## src/rtl/core/rrs_sqrt_cell.sv

```systemverilog
// ----------------------------------------------------------------------------
// Square root cell
// One digit-by-digit integer square root step for a fixed bit weight.
// ----------------------------------------------------------------------------
module rrs_sqrt_cell #(
    parameter int unsigned POS = 0
) (
    input  logic        i_clk,
    input  logic        i_en,
    input  logic [60:0] i_w,
    input  logic [61:0] i_res,
    output logic [60:0] o_w,
    output logic [61:0] o_res
);

    localparam logic [61:0] BIT = 62'd1 << (2 * POS);

    logic [61:0] n_sum;
    logic [60:0] n_w;
    logic [61:0] n_res;
    logic [60:0] r_w;
    logic [61:0] r_res;

    // Trial subtract
    always_comb begin
        n_sum = i_res + BIT;
        if ({1'b0, i_w} >= n_sum) begin
            n_w   = i_w - n_sum[60:0];
            n_res = (i_res >> 1) + BIT;
        end else begin
            n_w   = i_w;
            n_res = i_res >> 1;
        end
    end

    always_ff @(posedge i_clk) begin
        if (i_en) begin
            r_w   <= n_w;
            r_res <= n_res;
        end
    end

    assign o_w   = r_w;
    assign o_res = r_res;

endmodule

```

## config.mk

```make
export PLATFORM = sky130hd
export DESIGN_NAME = rrs_sqrt_cell
export DESIGN_NICKNAME = d
export VERILOG_FILES = /design/src/rtl/core/rrs_sqrt_cell.sv
export SDC_FILE = /design/constraint.sdc
export NUM_CORES = 1
export LEC_CHECK = 0
export ABC_AREA = 1
export ABC_CLOCK_PERIOD_IN_PS = 4180
export BUFFER_PORTS_ARGS = -buffer_cell sky130_fd_sc_hd__buf_2
export CORE_MARGIN = 1
export CORE_UTILIZATION = 53
export CTS_BUF_LIST = sky130_fd_sc_hd__clkbuf_8
export DETAILED_ROUTE_END_ITERATION = 10
export PLACE_DENSITY = 0.8
export SKIP_CTS_REPAIR_TIMING = 1
export SYNTH_ARGS = -nofsm -noshare
export SYNTH_HDL_FRONTEND = slang
export SYNTH_SLANG_ARGS = --single-unit
```

## constraint.sdc

```tcl
create_clock -name i_clk -period 4.18 [get_ports i_clk]
set_input_delay 0.627 -clock i_clk [delete_from_list [all_inputs] [get_ports i_clk]]
set_output_delay 0.627 -clock i_clk [all_outputs]
set_load 0.02 [all_outputs]
```

== Yosys cells after proc, flatten, opt, wreduce, memory -nomap -nowiden ==
Cells that the tools add are included.

* Magnitude comparators: 1
* Multiplexer cells: 2
* Add/sub/neg operators: 3

{| class="wikitable"
|+ Operator list
! cell !! number
|-
| 2-to-1 mux 61 bit || 2
|-
| adder 61 x 1 -> 62 bit, second input constant || 1
|-
| adder 62 x 1 -> 62 bit, second input constant || 1
|-
| greater-or-equal comparator 61 x 62 -> 1 bit || 1
|-
| subtractor 61 bit || 1
|}

* Register bits after elaboration: 123
* Output and inout bits: 123
* Logic and storage cells: 9

== Longest topological paths before layout ==
* Depth in word-level cells: 3
* Gate-level depth with buffers: 28
* Depth with buffers taken out: 26

== Least setup slack after synthesis ==
Ideal clock, no wire load.

* Kind: in2reg
* Start: input i_res[1]
* End: register r_w[41], in the netlist o_w[41] (data pin)
* Library setup time: 253 ps
* Stages: 26
* Required time: 3927 ps
* Slack: 247 ps
* Arrival time: 3681 ps
* Path buffers: 2
* Cells stage by stage: ha_1 -> inv_1 -> nor2_1 -> nand4_1 -> nor2_1 -> nand2_1 -> nor2_1 -> nand2_1 -> xor2_1 -> a21oi_1 -> ha_1 -> nand2_1 -> nor2_1 -> nand2_1 -> nor2_1 -> nand2_1 -> o21ai_1 -> nand2_1 -> nand2_1 -> nand2_1 -> nand2_1 -> inv_2 -> buf_4 -> buf_2 -> nand3_1 -> nand2_1

* Word-level cells in the longest chain between the ends: 3

{| class="wikitable"
|+ Ends and longest elaborated chain
! what !! RTL line !! source
|-
| from (decl) || 11 || <nowiki>input logic [61:0] i_res,</nowiki>
|-
| adder 62 x 1 -> 62 bit * || 26 || <nowiki>n_sum = i_res + BIT;</nowiki>
|-
| subtractor 61 bit or greater-or-equal comparator 61 x 62 -> 1 bit (tied branches) || 28, 27 ||
|-
| 2-to-1 mux 61 bit * || 27 || <nowiki>if ({1'b0, i_w} >= n_sum) begin</nowiki>
|-
| net n_w[41] || 19 || <nowiki>logic [60:0] n_w;</nowiki>
|-
| to (signal assigned) || 38 || <nowiki>r_w <= n_w;</nowiki>
|-
| to (decl) || 21 || <nowiki>logic [60:0] r_w;</nowiki>
|}

The timed path passes the listed nets; every way through them passes the cells marked *.
A chain may end at the register's enable or synchronous reset.

== Final worst setup path ==
* Start: input i_res[8]
* End: register r_w[37], in the netlist o_w[37] (data pin)

The elaborated chain is that of the path after synthesis.

==> flow_metrics.tcl <==
set metrics [dict create \
    status "finished clean" \
    drt-initial-drc-count 2325 \
    drt_wl_total_mm 57.8 \
    fin_crit_ps 4050 \
    vias_per_cell 5.58 \
    grt_max_degree 69 \
    buffer_ports.inserted 247 \
    wl_per_cell_um 19.1 \
    syn_avg_cell_area_um2 6.30 \
    cts_tree "built" \
    async_flop_share_pct 0 \
    synth_cell_type_count 35 \
    fill_cells 2000 \
    netlist_area_um2 13100 \
    irDropWorstVdd_mv 0.215 \
    worst_slew_pin_slew_ps 944 \
    grt_pass1_vias 15776 \
    synth_top_cell_by_area "edfxtp_1" \
    grt_first_pass_wirelength_mm 86.0 \
    core_area_um2 24300 \
    yosys-top-cells-area "edfxtp_1 (28%), nand2_1 (22%), inv_1 (7.6%)" \
    htreeDepth 4 \
    combPwrFrac_pct 42.7 \
    antenna_found_initial 1 \
    yosysWarnings 0 \
    antenna_left 0 \
    cp_max_fo 4 \
    synth_fp_nets 2271 \
    fin_crit_sh_pct 97.0 \
    slew_headroom_pct 36.5 \
    crit_path_end_kind "flop" \
    maxCapViolations 0 \
    grt.overflow.total 0 \
    die_area_um2 25400 \
    die_h_um 159 \
    yosys_register_bits 123 \
    firstDrtPassIters 9 \
    place_congestion 1.05 \
    yosys-top-cells-count "nand2_1 (778), inv_1 (266), nor2_1 (203)" \
    synth_top_area_share_pct 28.2 \
    drive_gt1_share_pct 26.8 \
    switchingPower_mw 1.97 \
    hold_viol_final 0 \
    clk_path_buf_depth 2 \
    hold_slack_ps 471 \
    groute.usage.overall_pct 44.6 \
    power_frac_clock_pct 25.4 \
    rows 57 \
    crit_path_start_kind "input port" \
    synthCells 2082 \
    ys.flop_type "edfxtp_1" \
    power_density_nw_per_um2 273 \
    drc_errors 0 \
    pin_count 248 \
    synth_edf_count 123 \
    p_int_mw 2.99 \
    yosysMostFrequentCell "nand2_1" \
    hold_class "in2reg" \
    area_growth_pct 38.5 \
    vias 16862 \
    cts_root_buf "clkbuf_8" \
    slew_viol_final 0 \
    leakagePower_nw 9.69 \
    start_util_pct 53.9 \
    setup_violations 0 \
    die_w_um 159 \
    clk_pin_slew_ps 100 \
    dpl.hpwl_mm 47.0 \
    cts_made_buffers 17 \
    synth_seq_area_share_pct 28.2 \
    swShare_pct 39.7 \
    fin_util_pct 74.7 \
    cp.required_ps 4360 \
    p_seq_share_pct 31.8 \
    fmax_mhz 247 \
    worstPathArrival_ps 4230 \
    cts.sinks 123 \
    nNetsFinal 2875 \
    setup.worst_path.class "in2reg" \
]
## power groups by stage
stage,Sequential (mW),Combinational [mW],Clock (mW)
after detailed placement,1.60,2.01,0
after floorplan,1.78,0.901,0
final,1.58,2.12,1.26
after CTS,1.58,2.03,1.24
after global routing,1.59,2.26,1.29
after global placement,1.60,1.96,0
## placed cells by master (no fill, tap or decap), types with 3 or more instances in the layout
master | synthesis | layout
clkbuf_8 | 0 | 17
ha_1 | 63 | 63
a21oi_1 | 91 | 89
clkinv_4 | 0 | 5
mux2i_1 | 14 | 12
o21ai_0 | 38 | 36
o21ai_1 | 2 | 4
nand2_2 | 4 | 3
edfxtp_1 | 123 | 123
buf_4 | 14 | 393
buf_12 | 0 | 9
o21bai_1 | 8 | 8
nor2_1 | 203 | 189
xor2_1 | 92 | 88
xnor2_1 | 34 | 33
nand3_1 | 199 | 198
bufinv_16 | 0 | 4
buf_2 | 35 | 246
nand4_1 | 39 | 39
nand3b_1 | 3 | 3
xor2_2 | 0 | 4
nor4_1 | 8 | 8
nor2_2 | 7 | 19
nor3_1 | 30 | 26
nand2_1 | 778 | 777
inv_1 | 266 | 268
## critical path, cell delays in order
cell	delay [ps]
buf_2	130
nand2_1	90
nor2_1	160
nand4_1	200
buf_4	190
nor2_1	120
buf_4	130
xor2_1	90
mux2i_1	400
ha_1	350
buf_4	150
nand2_1	120
inv_1	50
a21oi_1	330
o21ai_0	150
nand2_1	80
nand3b_1	240
nand2_1	180
nand2_1	70
nand2_1	50
nand2_1	110
nand2_1	100
nand2_1	120
## layer usage
| layer | GRT usage, % | up-vias | wire length (um) |
|---|---|---|---|
| met5 | 0 | - | 0 |
| met4 | 22.5 | 0 | 3200 |
| met3 | 7.97 | 237 | 6540 |
| met2 | 73.0 | 1225 | 26100 |
| met1 | 56.7 | 7551 | 22000 |
| li1 | - | 7849 | - |
## state kept, by name, summed over array words and instances (netlist names)
register and flops:
o_res 62, o_w 61
## final timing paths
kind	from	endpoint	slack, ps	cells past startpoint
max	i_res[8]	o_w[37]$_DFFE_PP_	130	23
min	i_w[0]	o_w[0]$_DFFE_PP_	470	3
## cell type report
class	count	area, um2	share of cell area (%)
multi-input combinational	1623	8200	45.2
timing repair buffer	650	4400	24.2
sequential	123	3690	20.3
inverter	271	1020	5.62
tap	324	405	2.23
clock buffer	17	234	1.29
clock inverter	15	200	1.10
antenna	1	2.50	0.0138
## logic make-up after synthesis
kind of cell | after synthesis | share of synthesized area, %
AOI/OAI and AO/OA | 143 | 5.70
and+or+nand+nor | 1276 | 40.0
adders and majority gates | 64 | 6.16
buffers and inverters | 336 | 10.5
xor gates and xnor gates | 126 | 8.42
DFF | 123 | 28.2
muxes | 14 | 1.07
## per-stage QoR
step	cells	instance area (um2)	setup TNS (ps)	power (mW)	setup WS, ps
after global routing	3024	18200	-30.6	5.13	-30.6
after global placement	2985	17500	-41200	3.56	-377
final	3024	18200	0	4.95	126
after floorplan	2082	13100	0	2.68	247
after CTS	3017	18000	-658	4.85	-83.0
after detailed placement	2985	17500	-51440	3.62	-460
Power figures use the tool's default switching activity.
