--- config.mk ---
export PLATFORM = sky130hd
export DESIGN_NAME = rrs_cbrt_cell
export DESIGN_NICKNAME = d
export VERILOG_FILES = /design/src/rtl/core/rrs_cbrt_cell.sv
export SDC_FILE = /design/constraint.sdc
export NUM_CORES = 1
export LEC_CHECK = 0
export BUFFER_PORTS_ARGS = -buffer_cell sky130_fd_sc_hd__buf_2
export CAP_MARGIN = 20
export CORE_MARGIN = 3
export CORE_UTILIZATION = 45
export CTS_CLUSTER_SIZE = 20
export DETAILED_ROUTE_END_ITERATION = 8
export GPL_TIMING_DRIVEN = 0
export HOLD_SLACK_MARGIN = 0.15
export PLACE_DENSITY = 0.75
export SKIP_CTS_REPAIR_TIMING = 1
export SLEW_MARGIN = 20
export SYNTH_ARGS = -nofsm -noshare
export SYNTH_HDL_FRONTEND = slang
export SYNTH_SLANG_ARGS = --single-unit
--- constraint.sdc ---
create_clock -name i_clk -period 10.9 [get_ports i_clk]
set_input_delay 0.545 -clock i_clk [delete_from_list [all_inputs] [get_ports i_clk]]
set_output_delay 0.545 -clock i_clk [all_outputs]
set_load 0.02 [all_outputs]
--- src/rtl/core/rrs_cbrt_cell.sv ---
// ----------------------------------------------------------------------------
// Cube root cell
// One digit-by-digit cube root step; keeps root and root squared.
// ----------------------------------------------------------------------------
module rrs_cbrt_cell #(
    parameter int unsigned G = 0
) (
    input  logic        i_clk,
    input  logic        i_en,
    input  logic [62:0] i_r,
    input  logic [28:0] i_t,
    input  logic [57:0] i_s,
    input  logic [29:0] i_y,
    output logic [62:0] o_r,
    output logic [28:0] o_t,
    output logic [57:0] o_s,
    output logic [29:0] o_y
);

    logic [2:0]  n_bits;
    logic [62:0] n_b;
    logic [62:0] n_rsh;
    logic [62:0] n_r;
    logic [28:0] n_t;
    logic [57:0] n_s;
    logic [62:0] r_r;
    logic [28:0] r_t;
    logic [57:0] r_s;
    logic [29:0] r_y;

    // Bring down the next group of three radicand bits
    if (G >= 19) begin : g_bits
        assign n_bits = i_y[3*(G-19) +: 3];
    end else begin : g_zero
        assign n_bits = 3'd0;
    end

    // Trial subtract of 12*t^2 + 6*t + 1
    always_comb begin
        n_b   = ({5'd0, i_s} << 3) + ({5'd0, i_s} << 2)
              + ({34'd0, i_t} << 2) + ({34'd0, i_t} << 1) + 63'd1;
        n_rsh = {i_r[59:0], n_bits};
        if (n_rsh >= n_b) begin
            n_r = n_rsh - n_b;
            n_t = {i_t[27:0], 1'b1};
            n_s = (i_s << 2) + ({29'd0, i_t} << 2) + 58'd1;
        end else begin
            n_r = n_rsh;
            n_t = {i_t[27:0], 1'b0};
            n_s = i_s << 2;
        end
    end

    always_ff @(posedge i_clk) begin
        if (i_en) begin
            r_r <= n_r;
            r_t <= n_t;
            r_s <= n_s;
            r_y <= i_y;
        end
    end

    assign o_r = r_r;
    assign o_t = r_t;
    assign o_s = r_s;
    assign o_y = r_y;

endmodule

Word-level counts from Yosys, hierarchy flattened:

Cells that the tools add are included.

* add/sub/neg operators: 7
* $lt $le $gt $ge: 1
* mux-type cells: 3

Operators with widths (number)
* $add 62x31->63: 1
* $add 63x1->63 const B: 1
* $add 63x30->63: 1
* $ge 63x63->1: 1
* $mux 63: 1
* $sub 63x63->63: 1
* $add 61x60->62: 1
* $add 58x1->58 const B: 1
* $add 58x31->58: 1
* $mux 58: 1
* $mux 1: 1

* register bits after elaboration: 180
* bits of input ports: 182
* output and inout port bits: 180
* word-level logic and storage cells: 17

Depth between registers and ports, before layout:

* word-level depth: 6
* mapped depth: 31
* mapped depth without buffers: 28

Least setup slack after synthesis:

No wires, ideal clock.

* path type: input to register
* start point: in i_t[2]
* end point: reg r_s[51] (netlist: o_s[51]), data pin
* setup time: 258 ps
* arrival time: 6273 ps
* data required time: 10642 ps
* slack: 4370 ps
* stages: 29
* path buffers: 3
* cell sequence: inv_1 -> fa_1 -> inv_1 -> fa_1 -> ha_1 -> fa_1 -> a211oi_1 -> o21bai_1 -> o2111ai_1 -> o21ai_0 -> a21bo_2 -> o31a_1 -> o21ai_1 -> nor2_1 -> a211oi_1 -> xor2_1 -> ha_1 -> clkbuf_1 -> nand4_1 -> nor2_1 -> nand3_1 -> o21a_1 -> o31a_1 -> buf_6 -> a31oi_4 -> and4_1 -> buf_4 -> nand4_1 -> xnor2_1

* word-level cells in the longest chain between the ends: 5
* elaborated cells on any way between the ends: 7
* those cells by class: add/sub (5); order compare (1); mux (1)

Ends and longest elaborated chain
* from (decl): RTL line 11 `input logic [28:0] i_t,`
* $add 62x31->63: RTL line 41 `+ ({34'd0, i_t} << 2) + ({34'd0, i_t} << 1) + 63'd1;`
* $add 63x30->63: RTL line 41
* $add 63x1->63: RTL line 41
* $ge 63x63->1: RTL line 43 `if (n_rsh >= n_b) begin`
* $mux 58 *: RTL line 43
* via n_s[51]: RTL line 25 `logic [57:0] n_s;`
* to (signal assigned): RTL line 58 `r_s <= n_s;`
* to (decl): RTL line 28 `logic [57:0] r_s;`

The timed path passes the listed nets; every way through them passes the cells marked *.
A chain may end at the register's enable or synchronous reset.

Final worst setup path:

* start point: in i_t[2]
* end point: reg r_r[34] (netlist: o_r[34]), data pin

* word-level cells in the longest chain between the ends: 5
* elaborated cells on any way between the ends: 6
* those cells by class: add/sub (4); order compare (1); mux (1)

Ends and longest elaborated chain
* $add 62x31->63: RTL line 41
* $add 63x30->63 *: RTL line 41
* $add 63x1->63 *: RTL line 41
* $sub 63x63->63 / $ge 63x63->1 (equally long branches): RTL line 44, 43
* $mux 63 *: RTL line 43
* via n_r[34]: RTL line 23 `logic [62:0] n_r;`
* to (signal assigned): RTL line 56 `r_r <= n_r;`
* to (decl): RTL line 26 `logic [62:0] r_r;`

Marks and branches as above.

==> summary.md <==
* 200.4 µm — DIE HEIGHT
* 357 — PortBufs
* 0.03696 mm² — placeable core area
* 0.01079 mm² — area of the multi-input gates
* 2304 — net count after synthesis
* sky130_fd_sc_hd__edfxtp_1 — biggest area consumer among synthesized cells
* 0 — final hold vios
* 9.162 µm² — Post-Syn Area per Cell
* 5.566 — Via-to-Cell Ratio
* 0.1354 mV — IR drop worst, VDD
* 82.01 mm — first-pass GRT wire length
* 0.04018 mm² — full die area
* 0.54 ns — maximum cell stage delay along the critical path
* 3443 — count of filler cells inserted in the layout
* no — RSZ-0062 raised after global routing
* 0.2555 — total global routing track utilization
* 66 — synth unique cells
* 10 — CP max FO
* 0.3142 — sequential cell area fraction in the yosys report
* 0.2690 ns — tightest hold margin
* 8.41 ns — data arrival time of the critical path
* 15170 — vias in the first global route
* 0.005345 mm² — register cell area after layout
* 0.2847 — relative slew slack
* flip-flop — type of element capturing the critical path
* 178 — flip-flop and latch count after synthesis
* 4.492 mW — Total Power Consumption
* 52.22 mm — total wirelength of the detailed-routed design
* 1.046 ns — worst-margin pin slew
* 0 — max-cap check violation count
* 8.196 ns — final period demand of the worst path
* 0 — total gr overflow
* 1347 — drt first-iter violations
* 0 — Synth Warn #
* 12 — initial antenna violation count
* 0.1851 — share of post-route cells with drive strength above 1
* 18.16% — area added between synthesis and finish
* sky130_fd_sc_hd__fa_1 — critical path's slowest cell
* 0.7519 — Tcrit/Tclk final
* 0.4603 — starting density of the core
* sky130_fd_sc_hd__edfxtp_1 — dominant synthesized flop cell
* 223.4 mW/mm² — P per Cell Area
* 15380 — vias after detailed routing
* 18.90 µm — detail-routed net length per standard cell
* 122.0 MHz — Max Fclk
* 9.237 nW — Leakage Power
* 2681 — Nets
* 70 — Core Rows
* 0 — post-detailed-route DRC marker count
* 2763 — post-route insts no fill
* 0 — total of endpoints with negative setup slack in the final report
* 2719 — placed cell count
* sky130_fd_sc_hd__clkbuf_16 — root buffer cell
* 0 — proportion of synthesized flip-flops having asynchronous set or reset
* 200.4 µm — Horiz. Die Dim
* i_y[14] — source of the worst hold timing path
* 0 — total count of max-transition violations in the final report
* 0.3142 — top cell type's share of synthesized area
* input port — kind of start point of the critical path
* 1857 — Post-Syn Instances
* 0 ns — TNS Setup
* sky130_fd_sc_hd__edfxtp_1 31%, sky130_fd_sc_hd__ha_1 15%, sky130_fd_sc_hd__fa_1 6.9% — cell types occupying the most area after synthesis
* 178 — clock sink count
* o_y[14] — Min-Delay Endpoint
* 42.50 mm — Post-DP HPWL
* 1 — WHS Path Cells
* 100 — largest net degree at the start of global routing
* done — clock tree from TritonCTS
* 0.01701 mm² — netlist area before placement
* 17 — Num CTS Buffers
* 6 — drt pass-1 iters
* 11.11 ns — required time at the worst-slack endpoint
* 2 — Clock Tree Buf Depth
* completed — status
* 8 — WP buf/inv
* in -> reg — path type of the worst min-delay path
* in -> reg — critical path start-end classification
* 0.08 ns — clock transition time at the flip-flop clock pins of the worst setup and hold paths
* 0 — Antenna Violating Nets Remaining
* 0.9387 — RD Place Congestion
* 4 — CTS H-tree lvls
* 178 — count of flip-flops with a built-in enable after synthesis
* 362 — number of top-level design ports
* compound AO/OA/AOI/OAI gates — kind of cell adding the most delay to the critical path
[worst max path at each step]
| stage | to | depth (start not counted) | startpoint |
|---|---|---|---|
| CTS | o_s[30] | 28 | i_t[2] |
| global placement | o_s[30] | 28 | i_t[2] |
| floorplan | o_s[51] | 29 | i_t[2] |
| finish | o_r[34] | 30 | i_t[2] |
| global route | o_s[30] | 28 | i_s[1] |
| detailed placement | o_s[30] | 28 | i_t[2] |
[cell usage in the layout (no fill, tap or decap), types with 14 or more instances in the layout]
cell type,netlist,routed
sky130_fd_sc_hd__a211oi_1,19,19
sky130_fd_sc_hd__a21o_1,73,73
sky130_fd_sc_hd__a21oi_1,210,210
sky130_fd_sc_hd__a31oi_1,17,17
sky130_fd_sc_hd__and3_1,14,14
sky130_fd_sc_hd__buf_2,6,362
sky130_fd_sc_hd__clkbuf_1,51,51
sky130_fd_sc_hd__clkbuf_16,0,17
sky130_fd_sc_hd__edfxtp_1,178,178
sky130_fd_sc_hd__fa_1,59,59
sky130_fd_sc_hd__ha_1,206,206
sky130_fd_sc_hd__inv_1,162,162
sky130_fd_sc_hd__nand2_1,155,155
sky130_fd_sc_hd__nand2b_1,17,17
sky130_fd_sc_hd__nand3_1,30,30
sky130_fd_sc_hd__nand4_1,32,32
sky130_fd_sc_hd__nor2_1,152,152
sky130_fd_sc_hd__nor2b_1,16,16
sky130_fd_sc_hd__nor3_1,17,17
sky130_fd_sc_hd__o21ai_0,112,112
sky130_fd_sc_hd__o21bai_1,31,31
sky130_fd_sc_hd__xnor2_1,95,95
sky130_fd_sc_hd__xor2_1,66,66
[final cells by class]
type | instances | area share
diodes | 12 | 0.001494
repair buffers | 358 | 0.09074
clock buffers | 17 | 0.02116
flip-flops and latches | 178 | 0.2659
well taps | 504 | 0.03137
clock inverters | 15 | 0.008962
multi-input cells | 1451 | 0.5365
inverters | 163 | 0.03043
plain buffers | 65 | 0.01344
[registers in the layout, indices dropped and copies added (netlist names)]
name	count
o_y	30
o_s	56
o_r	63
o_t	29
[through the flow]
| step | instance area, µm² | util | setup slack (ns) |
|---|---|---|---|
| final | 20100 | 0.5439 | 2.704 |
| after detailed placement | 19470 | 0.5267 | 2.357 |
| after floorplan | 17010 | - | 4.370 |
| after CTS | 20070 | 0.5431 | 2.790 |
| after global routing | 20100 | 0.5439 | 2.297 |
| after global placement | 19430 | 0.5257 | 2.342 |
[cells by family (layout without fill, tap and decap cells)]
family / Yosys count / in the layout / share of synthesized area
AO/OA/AOI/OAI: 560 / 560 / 0.2062
AND/OR/NAND/NOR: 464 / 464 / 0.1238
adder cells (fa/ha/maj): 265 / 265 / 0.2209
buffers and inverters: 228 / 618 / 0.05184
flip-flops: 178 / 178 / 0.3142
XOR/XNOR: 161 / 161 / 0.08288
other: 1 / 13 / 0.0002204
[cells in the mapped netlist (4+ instances only)]
cell type	number
sky130_fd_sc_hd__and4_1	7
sky130_fd_sc_hd__and3_1	14
sky130_fd_sc_hd__buf_1	4
sky130_fd_sc_hd__o21a_1	13
sky130_fd_sc_hd__clkbuf_1	51
sky130_fd_sc_hd__buf_2	6
sky130_fd_sc_hd__o31ai_1	5
sky130_fd_sc_hd__a221oi_1	6
sky130_fd_sc_hd__xnor2_1	95
sky130_fd_sc_hd__o31a_1	5
sky130_fd_sc_hd__a21o_1	73
sky130_fd_sc_hd__inv_1	162
sky130_fd_sc_hd__a211oi_1	19
sky130_fd_sc_hd__nor2_1	152
sky130_fd_sc_hd__and2_1	4
sky130_fd_sc_hd__o21ai_1	4
sky130_fd_sc_hd__nor3_1	17
sky130_fd_sc_hd__a31o_2	6
sky130_fd_sc_hd__nand3_1	30
sky130_fd_sc_hd__nand4_1	32
sky130_fd_sc_hd__xor2_1	66
sky130_fd_sc_hd__ha_1	206
sky130_fd_sc_hd__a31oi_1	17
sky130_fd_sc_hd__fa_1	59
sky130_fd_sc_hd__edfxtp_1	178
sky130_fd_sc_hd__nor4_1	7
sky130_fd_sc_hd__o21ai_0	112
sky130_fd_sc_hd__nand2_1	155
sky130_fd_sc_hd__or3_1	6
sky130_fd_sc_hd__a21boi_0	4
sky130_fd_sc_hd__o211ai_1	10
sky130_fd_sc_hd__o21bai_1	31
sky130_fd_sc_hd__o211a_1	5
sky130_fd_sc_hd__nor2b_1	16
sky130_fd_sc_hd__nand2b_1	17
sky130_fd_sc_hd__o221ai_1	4
sky130_fd_sc_hd__a21oi_1	210
[report_power, final]
part,switching [mW],leakage (nW),internal [mW]
combinational,1.79,7.20,1.04
clock,0.299,0.293,0.364
sequential,0.0337,1.74,0.964
total,2.13,9.24,2.36
[layer usage]
layer	global-route usage	vias to the layer above	part of all wire
met5	0	-	0
met4	0.09460	0	0.028
met3	0.04021	81	0.064
met2	0.4033	549	0.46
met1	0.3565	7303	0.45
li1	-	7447	-
(Power assumes the default switching activity.)
